--- src/hdl/xte_pkg.sv ---
// ----------------------------------------------------------------------------
// xte_pkg
// Shared types and constants of the XML tag extractor: mode codes, result
// kinds, error codes, the characters that steer the scan, and result records.
// ----------------------------------------------------------------------------
package xte_pkg;

  // scan modes
  localparam logic [2:0] MODE_TEXT    = 3'd0;
  localparam logic [2:0] MODE_LOOK    = 3'd1;
  localparam logic [2:0] MODE_TAG     = 3'd2;
  localparam logic [2:0] MODE_COMMENT = 3'd3;
  localparam logic [2:0] MODE_ENTITY  = 3'd4;

  // result kinds
  localparam logic [1:0] KIND_BYTE    = 2'd0;
  localparam logic [1:0] KIND_END_TAG = 2'd1;
  localparam logic [1:0] KIND_ERROR   = 2'd2;

  // error codes
  localparam logic [7:0] ERR_UNEXPECTED_END = 8'd0;
  localparam logic [7:0] ERR_BAD_ENTITY     = 8'd1;

  // characters of interest
  localparam logic [7:0] CH_LT   = 8'h3C; // '<'
  localparam logic [7:0] CH_GT   = 8'h3E; // '>'
  localparam logic [7:0] CH_AMP  = 8'h26; // '&'
  localparam logic [7:0] CH_SEMI = 8'h3B; // ';'
  localparam logic [7:0] CH_BANG = 8'h21; // '!'
  localparam logic [7:0] CH_DASH = 8'h2D; // '-'
  localparam logic [7:0] CH_HASH = 8'h23; // '#'

  // most results one item can cause
  localparam int MAX_RESULTS = 3;

  typedef struct packed {
    logic [1:0] kind;
    logic [7:0] value;
  } entry_t;

  typedef struct packed {
    logic [2:0] mode;
    logic [1:0] matched;
    logic [1:0] dash_run;
  } scan_state_t;

  typedef struct packed {
    scan_state_t                   state_next;
    logic [1:0]                    count;
    entry_t [MAX_RESULTS-1:0]      ent;
  } decode_t;

endpackage

--- src/hdl/xml_tag_extractor_core.sv ---
// ----------------------------------------------------------------------------
// xml_tag_extractor_core
// Scans XML text one byte per item and passes on the bytes inside tags,
// end-of-tag marks and errors, skipping comments and checking entities.
// ----------------------------------------------------------------------------
// Usage:
//   Input channel (in_valid / in_stall): one item per accepted edge, carrying
//   text_byte, or end_of_input set to close the document.
//   Output channel (out_valid / out_stall): results of kind, value and last;
//   last marks the final result caused by one input item.
//   An accepted item passes the input register, then the result register,
//   before its first result can be taken. Throughput: one item per cycle
//   while each item causes at most one result and the receiver does not
//   stall. An item that causes several results holds the result register
//   until all are taken; a failed lookahead flush or an error after "<!" or
//   "<!-" causes up to three, and items causing no result never occupy it.
//   Reset clears the scan state to plain text and empties both registers.
//   When the receiver stalls, the shown result holds, the result register
//   stays full and in_stall rises once the input register is also occupied.
// ----------------------------------------------------------------------------
module xml_tag_extractor_core (
  input  logic       clk,
  input  logic       rst,
  input  logic       in_valid,
  output logic       in_stall,
  input  logic [7:0] text_byte,
  input  logic       end_of_input,
  output logic       out_valid,
  input  logic       out_stall,
  output logic [1:0] kind,
  output logic [7:0] value,
  output logic       last
);

  localparam int MaxResults = xte_pkg::MAX_RESULTS;
  localparam int CntW       = $clog2(MaxResults + 1);

  logic                                  in_full;
  logic [7:0]                            in_byte;
  logic                                  in_end;
  xte_pkg::scan_state_t                  state;
  xte_pkg::decode_t                      dec;
  xte_pkg::entry_t [MaxResults-1:0]      ent;
  logic [CntW-1:0]                       rem;
  logic                                  buf_free;
  logic                                  buf_load;
  logic                                  out_take;

  // handshake control
  assign out_valid = (rem != '0);
  assign out_take  = out_valid && !out_stall;
  assign buf_free  = (rem == '0) || (rem == CntW'(1) && !out_stall);
  assign buf_load  = in_full && buf_free;
  assign in_stall  = in_full && !buf_load;

  // input register
  always_ff @(posedge clk) begin
    if (rst) begin
      in_full <= 1'b0;
    end else if (!in_stall) begin
      in_full <= in_valid;
    end
  end

  always_ff @(posedge clk) begin
    if (in_valid && !in_stall) begin
      in_byte <= text_byte;
      in_end  <= end_of_input;
    end
  end

  // scan step
  xte_decode u_decode (
    .state        (state),
    .text_byte    (in_byte),
    .end_of_input (in_end),
    .dec          (dec)
  );

  // scan state
  always_ff @(posedge clk) begin
    if (rst) begin
      state <= '{mode: xte_pkg::MODE_TEXT, matched: 2'd0, dash_run: 2'd0};
    end else if (buf_load) begin
      state <= dec.state_next;
    end
  end

  // result register, drained one entry per cycle while the receiver does not stall
  always_ff @(posedge clk) begin
    if (rst) begin
      rem <= '0;
    end else if (buf_load) begin
      rem <= CntW'(dec.count);
    end else if (out_take) begin
      rem <= rem - CntW'(1);
    end
  end

  always_ff @(posedge clk) begin
    if (buf_load) begin
      ent <= dec.ent;
    end else if (out_take) begin
      for (int i = 0; i < MaxResults - 1; i++) begin
        ent[i] <= ent[i+1];
      end
    end
  end

  // output fields
  assign kind  = ent[0].kind;
  assign value = ent[0].value;
  assign last  = (rem == CntW'(1));

`ifndef SYNTH
  // a partial "!--" match exists only during lookahead
  a_match_in_look: assert property (@(posedge clk) disable iff (rst)
    (state.matched != 2'd0) |-> (state.mode == xte_pkg::MODE_LOOK))
    else $error("lookahead count set outside lookahead");

  // a dash run exists only inside a comment
  a_dash_in_comment: assert property (@(posedge clk) disable iff (rst)
    (state.dash_run != 2'd0) |-> (state.mode == xte_pkg::MODE_COMMENT))
    else $error("dash run set outside comment");

  // an error is always the final result of its item
  a_error_last: assert property (@(posedge clk) disable iff (rst)
    (out_valid && kind == xte_pkg::KIND_ERROR) |-> last)
    else $error("error result not marked last");

  // a taken final result with nothing waiting leaves the output empty
  a_drain_empty: assert property (@(posedge clk) disable iff (rst)
    (out_take && last && !in_full) |=> !out_valid)
    else $error("output still valid after final result taken");
`endif

endmodule

--- src/hdl/xte_decode.sv ---
// ----------------------------------------------------------------------------
// xte_decode
// Combinational scan step: from the current scan state and one input item,
// works out the next state and the list of results (up to three) it causes.
// ----------------------------------------------------------------------------
module xte_decode (
  input  xte_pkg::scan_state_t state,
  input  logic [7:0]           text_byte,
  input  logic                 end_of_input,
  output xte_pkg::decode_t     dec
);

  // byte allowed inside an entity reference
  function automatic logic entity_ok(input logic [7:0] c);
    entity_ok = (c == xte_pkg::CH_HASH) ||
                (c >= 8'h61 && c <= 8'h7A) ||
                (c >= 8'h41 && c <= 8'h5A) ||
                (c >= 8'h30 && c <= 8'h39);
  endfunction

  logic [1:0]      pre;
  logic            fin_en;
  xte_pkg::entry_t fin;
  logic [7:0]      want;
  xte_pkg::entry_t tag_res;
  logic [2:0]      tag_mode;

  // result of a byte handled as part of a tag
  always_comb begin
    if (text_byte == xte_pkg::CH_GT) begin
      tag_res  = '{kind: xte_pkg::KIND_END_TAG, value: 8'd0};
      tag_mode = xte_pkg::MODE_TEXT;
    end else begin
      tag_res  = '{kind: xte_pkg::KIND_BYTE, value: text_byte};
      tag_mode = xte_pkg::MODE_TAG;
    end
  end

  assign want = (state.matched == 2'd0) ? xte_pkg::CH_BANG : xte_pkg::CH_DASH;

  // next state, flushed prefix length, final result and the result list
  always_comb begin
    dec.state_next = state;
    pre            = 2'd0;
    fin_en         = 1'b0;
    fin            = '0;
    if (end_of_input) begin
      if (state.mode == xte_pkg::MODE_LOOK) begin
        pre    = state.matched;
        fin_en = 1'b1;
        fin    = '{kind: xte_pkg::KIND_ERROR, value: xte_pkg::ERR_UNEXPECTED_END};
      end else if (state.mode == xte_pkg::MODE_TAG ||
                   state.mode == xte_pkg::MODE_COMMENT ||
                   state.mode == xte_pkg::MODE_ENTITY) begin
        fin_en = 1'b1;
        fin    = '{kind: xte_pkg::KIND_ERROR, value: xte_pkg::ERR_UNEXPECTED_END};
      end
      dec.state_next = '{mode: xte_pkg::MODE_TEXT, matched: 2'd0, dash_run: 2'd0};
    end else begin
      unique case (state.mode)
        xte_pkg::MODE_LOOK: begin
          if (state.matched != 2'd3 && text_byte == want) begin
            if (state.matched == 2'd2) begin
              dec.state_next.matched  = 2'd0;
              dec.state_next.dash_run = 2'd0;
              dec.state_next.mode     = xte_pkg::MODE_COMMENT;
            end else begin
              dec.state_next.matched = state.matched + 2'd1;
            end
          end else begin
            // lookahead failed: flush what matched, then treat as tag byte
            pre                    = state.matched;
            dec.state_next.matched = 2'd0;
            fin_en                 = 1'b1;
            fin                    = tag_res;
            dec.state_next.mode    = tag_mode;
          end
        end
        xte_pkg::MODE_TAG: begin
          fin_en              = 1'b1;
          fin                 = tag_res;
          dec.state_next.mode = tag_mode;
        end
        xte_pkg::MODE_COMMENT: begin
          if (text_byte == xte_pkg::CH_GT && state.dash_run == 2'd2) begin
            dec.state_next.mode     = xte_pkg::MODE_TEXT;
            dec.state_next.dash_run = 2'd0;
          end else if (text_byte == xte_pkg::CH_DASH) begin
            if (state.dash_run < 2'd2) begin
              dec.state_next.dash_run = state.dash_run + 2'd1;
            end
          end else begin
            dec.state_next.dash_run = 2'd0;
          end
        end
        xte_pkg::MODE_ENTITY: begin
          if (text_byte == xte_pkg::CH_SEMI) begin
            dec.state_next.mode = xte_pkg::MODE_TEXT;
          end else if (!entity_ok(text_byte)) begin
            fin_en              = 1'b1;
            fin                 = '{kind: xte_pkg::KIND_ERROR,
                                    value: xte_pkg::ERR_BAD_ENTITY};
            dec.state_next.mode = xte_pkg::MODE_TEXT;
          end
        end
        default: begin
          // plain text, and the unused codes behave the same
          dec.state_next.mode = xte_pkg::MODE_TEXT;
          if (text_byte == xte_pkg::CH_LT) begin
            dec.state_next.mode    = xte_pkg::MODE_LOOK;
            dec.state_next.matched = 2'd0;
          end else if (text_byte == xte_pkg::CH_AMP) begin
            dec.state_next.mode = xte_pkg::MODE_ENTITY;
          end
        end
      endcase
    end

    // assemble the result list: flushed '!' and '-', then the final result
    dec.ent = '0;
    if (pre >= 2'd1) begin
      dec.ent[0] = '{kind: xte_pkg::KIND_BYTE, value: xte_pkg::CH_BANG};
    end
    if (pre >= 2'd2) begin
      dec.ent[1] = '{kind: xte_pkg::KIND_BYTE, value: xte_pkg::CH_DASH};
    end
    if (fin_en) begin
      dec.ent[pre] = fin;
    end
    dec.count = pre + {1'b0, fin_en};
  end

endmodule
--- config.mk ---
export PLATFORM = sky130hd
export DESIGN_NAME = xml_tag_extractor_core
export DESIGN_NICKNAME = d
export VERILOG_FILES = /design/src/hdl/xte_pkg.sv /design/src/hdl/xml_tag_extractor_core.sv /design/src/hdl/xte_decode.sv
export SDC_FILE = /design/constraint.sdc
export NUM_CORES = 1
export LEC_CHECK = 0
export BUFFER_PORTS_ARGS = -buffer_cell sky130_fd_sc_hd__buf_2
export CORE_ASPECT_RATIO = 1.25
export CORE_MARGIN = 10
export CORE_UTILIZATION = 45
export DETAILED_ROUTE_END_ITERATION = 6
export GPL_ROUTABILITY_DRIVEN = 1
export GPL_TIMING_DRIVEN = 0
export SLEW_MARGIN = 15
export SYNTH_ARGS = -nofsm -noshare
export SYNTH_HDL_FRONTEND = slang
export SYNTH_SLANG_ARGS = --single-unit
export TNS_END_PERCENT = 50
--- constraint.sdc ---
create_clock -name clk -period 3.03 [get_ports clk]
set_input_delay 0.606 -clock clk [delete_from_list [all_inputs] [get_ports clk]]
set_output_delay 0.606 -clock clk [all_outputs]
set_load 0.02 [all_outputs]
=== Word-level counts from Yosys, hierarchy flattened ===
Cells that the tools add are included.

* Bits in registers: 49
* Input bits: 13
* Output and inout bits: 13
* Word-level logic and storage cells: 129

* Add/subtract/negate cells: 4
* Magnitude comparators: 11
* Eq/ne operators: 22
* Multiplexer cells: 49
* Reduce and logical (&&, ||, !) cells: 30

{| class="wikitable"
|+ Operators by type and width
! kind !! number
|-
| two-way mux 10 bit || 6
|-
| two-way mux 20 bit || 3
|-
| equality test 8 x 6 -> 1 bit (second input constant) || 6
|-
| bitwise mux 30 bit || 1
|-
| one-hot mux 10 bit (3 select lines) || 1
|-
| two-way mux 2 bit || 14
|-
| demux 10 bit (select 2 bit) || 1
|-
| two-way mux 3 bit || 6
|-
| two-way mux 9 bit || 2
|-
| greater-or-equal comparator 8 x 7 -> 1 bit (second input constant) || 2
|-
| less-or-equal comparator 8 x 7 -> 1 bit (second input constant) || 2
|-
| two-way mux 6 bit || 2
|-
| one-hot mux 3 bit (4 select lines) || 1
|-
| logical AND 1 bit || 11
|-
| != test 3 bit (second input constant) || 3
|-
| equality test 8 bit || 1
|-
| greater-or-equal comparator 8 x 6 -> 1 bit (second input constant) || 1
|-
| less-or-equal comparator 8 x 6 -> 1 bit (second input constant) || 1
|-
| != test 4 bit (second input constant) || 2
|-
| one-hot mux 2 bit (2 select lines) || 2
|-
| two-way mux 7 bit || 1
|-
| equality test 3 x 2 -> 1 bit (second input constant) || 2
|-
| logical OR 1 bit || 6
|-
| two-way mux 1 bit || 6
|-
| 25 further kinds || 33
|}

=== Depth between registers and ports, before layout ===
* Depth in word-level cells: 14
* Gate-level depth with buffers: 11
* Depth with buffers taken out: 10

=== Cells and area by module ===
From an unflattened synthesis, not the netlist that was laid out.

* Cells, all modules: 310
* Area, all modules: 2803.9 µm²

{| class="wikitable"
|+ Modules (own cells, without submodules)
! module !! instances !! cells each !! area each (µm²) !! seq. area each (µm²)
|-
| xml_tag_extractor_core || 1 || 172 || 1960.6 || 1371.3
|-
| xte_decode || 1 || 138 || 843.3 || 0.0
|}

=== Least setup slack after synthesis ===
Ideal clock, no wire load.

* Path type: register to register
* Start point: register in_byte[3]
* End point: register rem[1]
* Setup time: 0.127 ns
* Arrival: 2.305 ns
* Data required time: 2.903 ns
* Slack: 0.598 ns
* Cell stages (with the launch flop): 12
* Path buffers: 1
* Clock period less this slack: 2.432 ns
* Cells stage by stage: edfxtp_1 -> clkbuf_1 -> nor3_1 -> o2bb2ai_1 -> o32a_1 -> o211a_1 -> a31oi_1 -> o21ai_0 -> ha_1 -> xor2_1 -> a221oi_1 -> nor2_1

* Word-level cells in the longest chain between the ends: 11
* Elaborated cells on any way between the ends: 26
* Those cells by class: 1 x add/sub; 6 x order compare; 3 x eq/ne; 9 x mux; 7 x reduce/logical

{| class="wikitable"
|+ Ends and longest elaborated chain
! what !! RTL line !! text
|-
| start, declared || xml_tag_extractor_core.sv:39 || <nowiki>logic [7:0] in_byte;</nowiki>
|-
| start signal, assigned || xml_tag_extractor_core.sv:67 || <nowiki>in_byte <= text_byte;</nowiki>
|-
| greater-or-equal comparator 8 x 7 -> 1 bit or less-or-equal comparator 8 x 7 -> 1 bit (tied branches) || xte_decode.sv:16 || <nowiki>(c >= 8'h61 && c <= 8'h7A) ||</nowiki>
|-
| logical AND 1 bit || xte_decode.sv:16 ||
|-
| logical OR 1 bit || xte_decode.sv:15 || <nowiki>entity_ok = (c == xte_pkg::CH_HASH) ||</nowiki>
|-
| logical OR 1 bit || xte_decode.sv:16 ||
|-
| logical OR 1 bit || xte_decode.sv:17 || <nowiki>(c >= 8'h41 && c <= 8'h5A) ||</nowiki>
|-
| two-way mux 1 bit || xte_decode.sv:99 || <nowiki>end else if (!entity_ok(text_byte)) begin</nowiki>
|-
| two-way mux 1 bit || xte_decode.sv:97 || <nowiki>if (text_byte == xte_pkg::CH_SEMI) begin</nowiki>
|-
| one-hot mux 1 bit (3 select lines) || xte_decode.sv:60 || <nowiki>unique case (state.mode)</nowiki>
|-
| two-way mux 1 bit || xte_decode.sv:47 || <nowiki>if (end_of_input) begin</nowiki>
|-
| adder 2 x 1 -> 2 bit * || xte_decode.sv:130 || <nowiki>dec.count = pre + {1'b0, fin_en};</nowiki>
|-
| two-way mux 2 bit * || xml_tag_extractor_core.sv:93 || <nowiki>end else if (buf_load) begin</nowiki>
|-
| end signal, assigned || xml_tag_extractor_core.sv:94 || <nowiki>rem <= CntW'(dec.count);</nowiki>
|-
| end signal, assigned || xml_tag_extractor_core.sv:96 || <nowiki>rem <= rem - CntW'(1);</nowiki>
|-
| end, declared || xml_tag_extractor_core.sv:44 || <nowiki>logic [CntW-1:0] rem;</nowiki>
|}

Mark *: on every way between the ends. The rest lies on a longest branch, timed or not.
A chain may end at the register's enable or synchronous reset.

=== Worst setup path after layout ===
* Start point: register in_byte[1]
* End point: register rem[1]

Same word-level chain as after synthesis.

==> out/qor_table.md <==
| Metric | Value |
|:---|:---|
| Run status | completed |
| Netlist area before placement | 2630 sq um |
| Min Hold Slack | 471 ps |
| Worst path top cell family by delay | compound AO/OA/AOI/OAI gates |
| DRC Markers | 0 |
| Via count of the first global-routing pass | 1,947 |
| DRT iter0 DRCs | 144 |
| Largest net degree at the start of global routing | 21 |
| Maximum fanout encountered on the critical timing path | 10 |
| Clock tree from TritonCTS | built |
| Initial antenna violation count | 0 |
| Worst EP arrival | 3060 ps |
| Reg2Reg Launch Point | in_byte[1] |
| Required time of the critical path | 3220 ps |
| Sum of net half-perimeters after detailed placement | 4100 microns |
| Worst reg2reg setup slack | 150 ps |
| Core region area | 5740 sq um |
| Synth cell types | 53 |
| Hold EP | in_end |
| Slowest stage cell, crit path | edfxtp_1 |
| Crit path buf inv count | 1 |
| Vias after detailed routing | 2,006 |
| Multi-input logic area | 1070 sq um |
| Capture point of the worst reg-to-reg path | rem[1] |
| Cell at the root of the clock tree | clkbuf_8 |
| Design Power | 2.30 mW |
| Total of fill cells in the finished design | 536 |
| CP Class | flip-flop to flip-flop |
| Cells along the critical path | clkbuf_1 -> nor4bb_1 -> a211oi_1 -> o32a_1 -> o211a_1 -> a31oi_1 -> o21ai_0 -> ha_1 -> xor2_1 -> a221oi_1 -> nor2_1 |
| Worst slack at placement | 95.0 ps |
| PD cells | 773 nW/um^2 |
| Vertical extent of the die | 106 microns |
| Fin cells | 358 |
| HP Start | end_of_input |
| Fmax | 348 MHz |
| Leading cell types in the layout, fill and taps excluded | edfxtp_1, buf_2, nand2_1 |
| Number of placed I/O pins | 26 |
| Wire length of the first global-routing pass | 9520 microns |
| Setup TNS | 0 ps |
| Final net count | 308 |
| Placed cell count | 350 |
| Initial cell density of the core | 45.9% |
| Total number of placement rows | 31 |
| Classification of the worst-slack hold path | primary input to flip-flop |
| Post-CTS Repair Setup Buffers | 0 |
| FF/Latch Area | 1370 sq um |
| Max-capacitance violation count | 0 |
| Setup repair after global routing missed its margin | yes |
| Post-Route Skew | 10.2 ps |
| Diodes inserted | 0 |
| Total setup violations reported at the end of the flow | 0 |
| Slowest stage delay, CP | 370 ps |
| Clock insertion delay at the later pin of the skew report | 310 ps |
| Dominant synthesized flop cell | edfxtp_1 |
| Post-layout minimum cycle time | 2880 ps |
| Avg Cell Area, Syn | 10.2 sq um |
| Total cell area at the placement stage | 2850 sq um |
| Synthesized netlist net count | 275 |
| Routed Wire Length | 5590 microns |
| H-tree depth reported by CTS | 2 |
| Clock transition at the register clock pins on the worst setup and hold paths after CTS | 90 ps |
| Peak VDD IR | 0.475 mV |
| Final hold violation count | 0 |
| Fraction of the core area covered by cells at the end of the flow | 51.8% |
| DIE AREA | 9330 sq um |
| Final worst-path setup slack | 154 ps |
| Number of buffers on the longest clock path | 2 |
| Leading cell type in the layout, fill and taps excluded | edfxtp_1 |
| Vias per inst | 5.60 |
| Share of flip-flops with an asynchronous set or reset after synthesis | 0% |
| Startpoint type of the worst setup path | flip-flop |
| Chip Width | 88.4 microns |
| Antenna-violating nets left | 0 |
| Warnings, synthesis | 0 |
| Routed length per placed instance | 15.6 microns |
| Total Routing Usage GR | 12.8% |
| Headroom to the max-slew limit | 35.8% |
| Sequential area share after synthesis | 52.1% |
| #FFs+latches synth | 49 |
| Clock buffer count from CTS | 5 |
| TritonCTS Sinks | 49 |
| Leakage power | 1.13 nW |
| Number of synthesized flops with an enable pin | 39 |
| Detailed-routing iteration count for the pre-antenna-repair pass | 4 |
| Fraction of layout cells with a size suffix above 1 | 20.2% |
| Cells on Worst Hold Path | 1 |
| CP endpoint kind | flip-flop |
| Max Slew Vio Count | 0 |
| Finished layout cell area | 2970 sq um |
| Total overflow reported by the global router | 0 |
| Count of input and output buffers | 25 |
| Worst-Margin Slew | 954 ps |
| Weighted congestion reported at the end of routability-driven placement | 0.888 |
| Post-synthesis to final-layout area growth | 12.9% |
| Cell count after synthesis | 258 |
| Period utilisation layout | 94.9% |
| Number of cell instances on the worst register-to-register path | 11 |
## logic make-up after synthesis
| family | Yosys count | synth area share [%] |
|---|---|---|
| xor gates and xnor gates | 1 | 0.333 |
| DFF | 49 | 52.1 |
| and+or+nand+nor | 103 | 21.7 |
| muxes | 2 | 0.760 |
| buffers and inverters | 42 | 7.75 |
| adders and majority gates | 4 | 1.90 |
| AOI/OAI and AO/OA | 57 | 15.5 |
## report_power, final
part | switching [mW] | internal (mW)
sequential | 0.0604 | 1.00
clock | 0.228 | 0.248
combinational | 0.469 | 0.293
## per-layer routing
layer  part of all wire [%]  global-route usage [%]  up-vias
met5                      0                       0        -
met2                     51                    21.2       51
met3                    4.5                    2.23        6
met1                     43                    16.1      932
li1                       -                       -     1017
met4                    1.4                    4.86        0
## final cells by class
class	count	share of cell area (%)
Sequential cell	49	46.1
Multi-Input combinational cell	167	36.0
Buffer	28	5.18
Timing Repair Buffer	26	4.38
Tap cell	66	2.78
Clock buffer	5	2.32
Inverter	14	1.77
Clock inverter	3	1.47
## flip-flops by register name, indices dropped and copies added, names as in the netlist
register,cells
ent,20
in_byte,8
in_end,1
in_full,1
kind,2
rem,2
state,7
value,8
## timing repair
action	4_1_cts	5_1_grt
hold buffers	0	0
resized for setup	0	5
endpoints found under the setup margin	0	9
## synthesized netlist by cell type (all sizes together), types with 2 or more instances
cell | count | area (sq um)
a31oi | 2 | 12.5
edfxtp | 39 | 1170
inv | 14 | 52.6
a21oi | 15 | 75.1
nand3b | 2 | 15.0
nand3 | 8 | 40.0
nor2b | 6 | 37.5
nand4b | 2 | 17.5
a211oi | 6 | 55.1
or3 | 3 | 18.8
and3 | 8 | 51.3
and4 | 3 | 27.5
a22o | 3 | 26.3
nor3b | 3 | 22.5
nor3 | 10 | 55.1
o21ai | 11 | 55.1
a32o | 7 | 70.1
mux2i | 2 | 20.0
ha | 4 | 50.1
and2 | 3 | 18.8
nor4 | 5 | 31.3
o31ai | 2 | 15.0
buf | 12 | 91.3
dfxtp | 10 | 200
or4 | 2 | 18.8
nor2 | 17 | 63.8
a211o | 2 | 17.5
nand2 | 24 | 90.1
o211ai | 2 | 20.0
or3b | 2 | 17.5
clkbuf | 16 | 60.1
## worst max path at each step
stage          startpoint       end  slack (ps)  cells after the start
4_1_cts          state[5]  value[7]          80                      6
3_5_place_dp     state[5]  value[7]          90                      6
2_1_floorplan  in_byte[3]    rem[1]         600                     11
6_report       in_byte[1]    rem[1]         150                     11
3_3_place_gp     state[5]   kind[0]          90                      6
5_1_grt        in_byte[1]    rem[1]        -180                     11
## worst reg2reg max path, cell delays in order (launching register included)
cell	delay (ps)
edfxtp_1	370
clkbuf_1	340
nor4bb_1	340
a211oi_1	80
o32a_1	240
o211a_1	160
a31oi_1	310
o21ai_0	170
ha_1	230
xor2_1	160
a221oi_1	300
nor2_1	60
(Power assumes the default switching activity.)
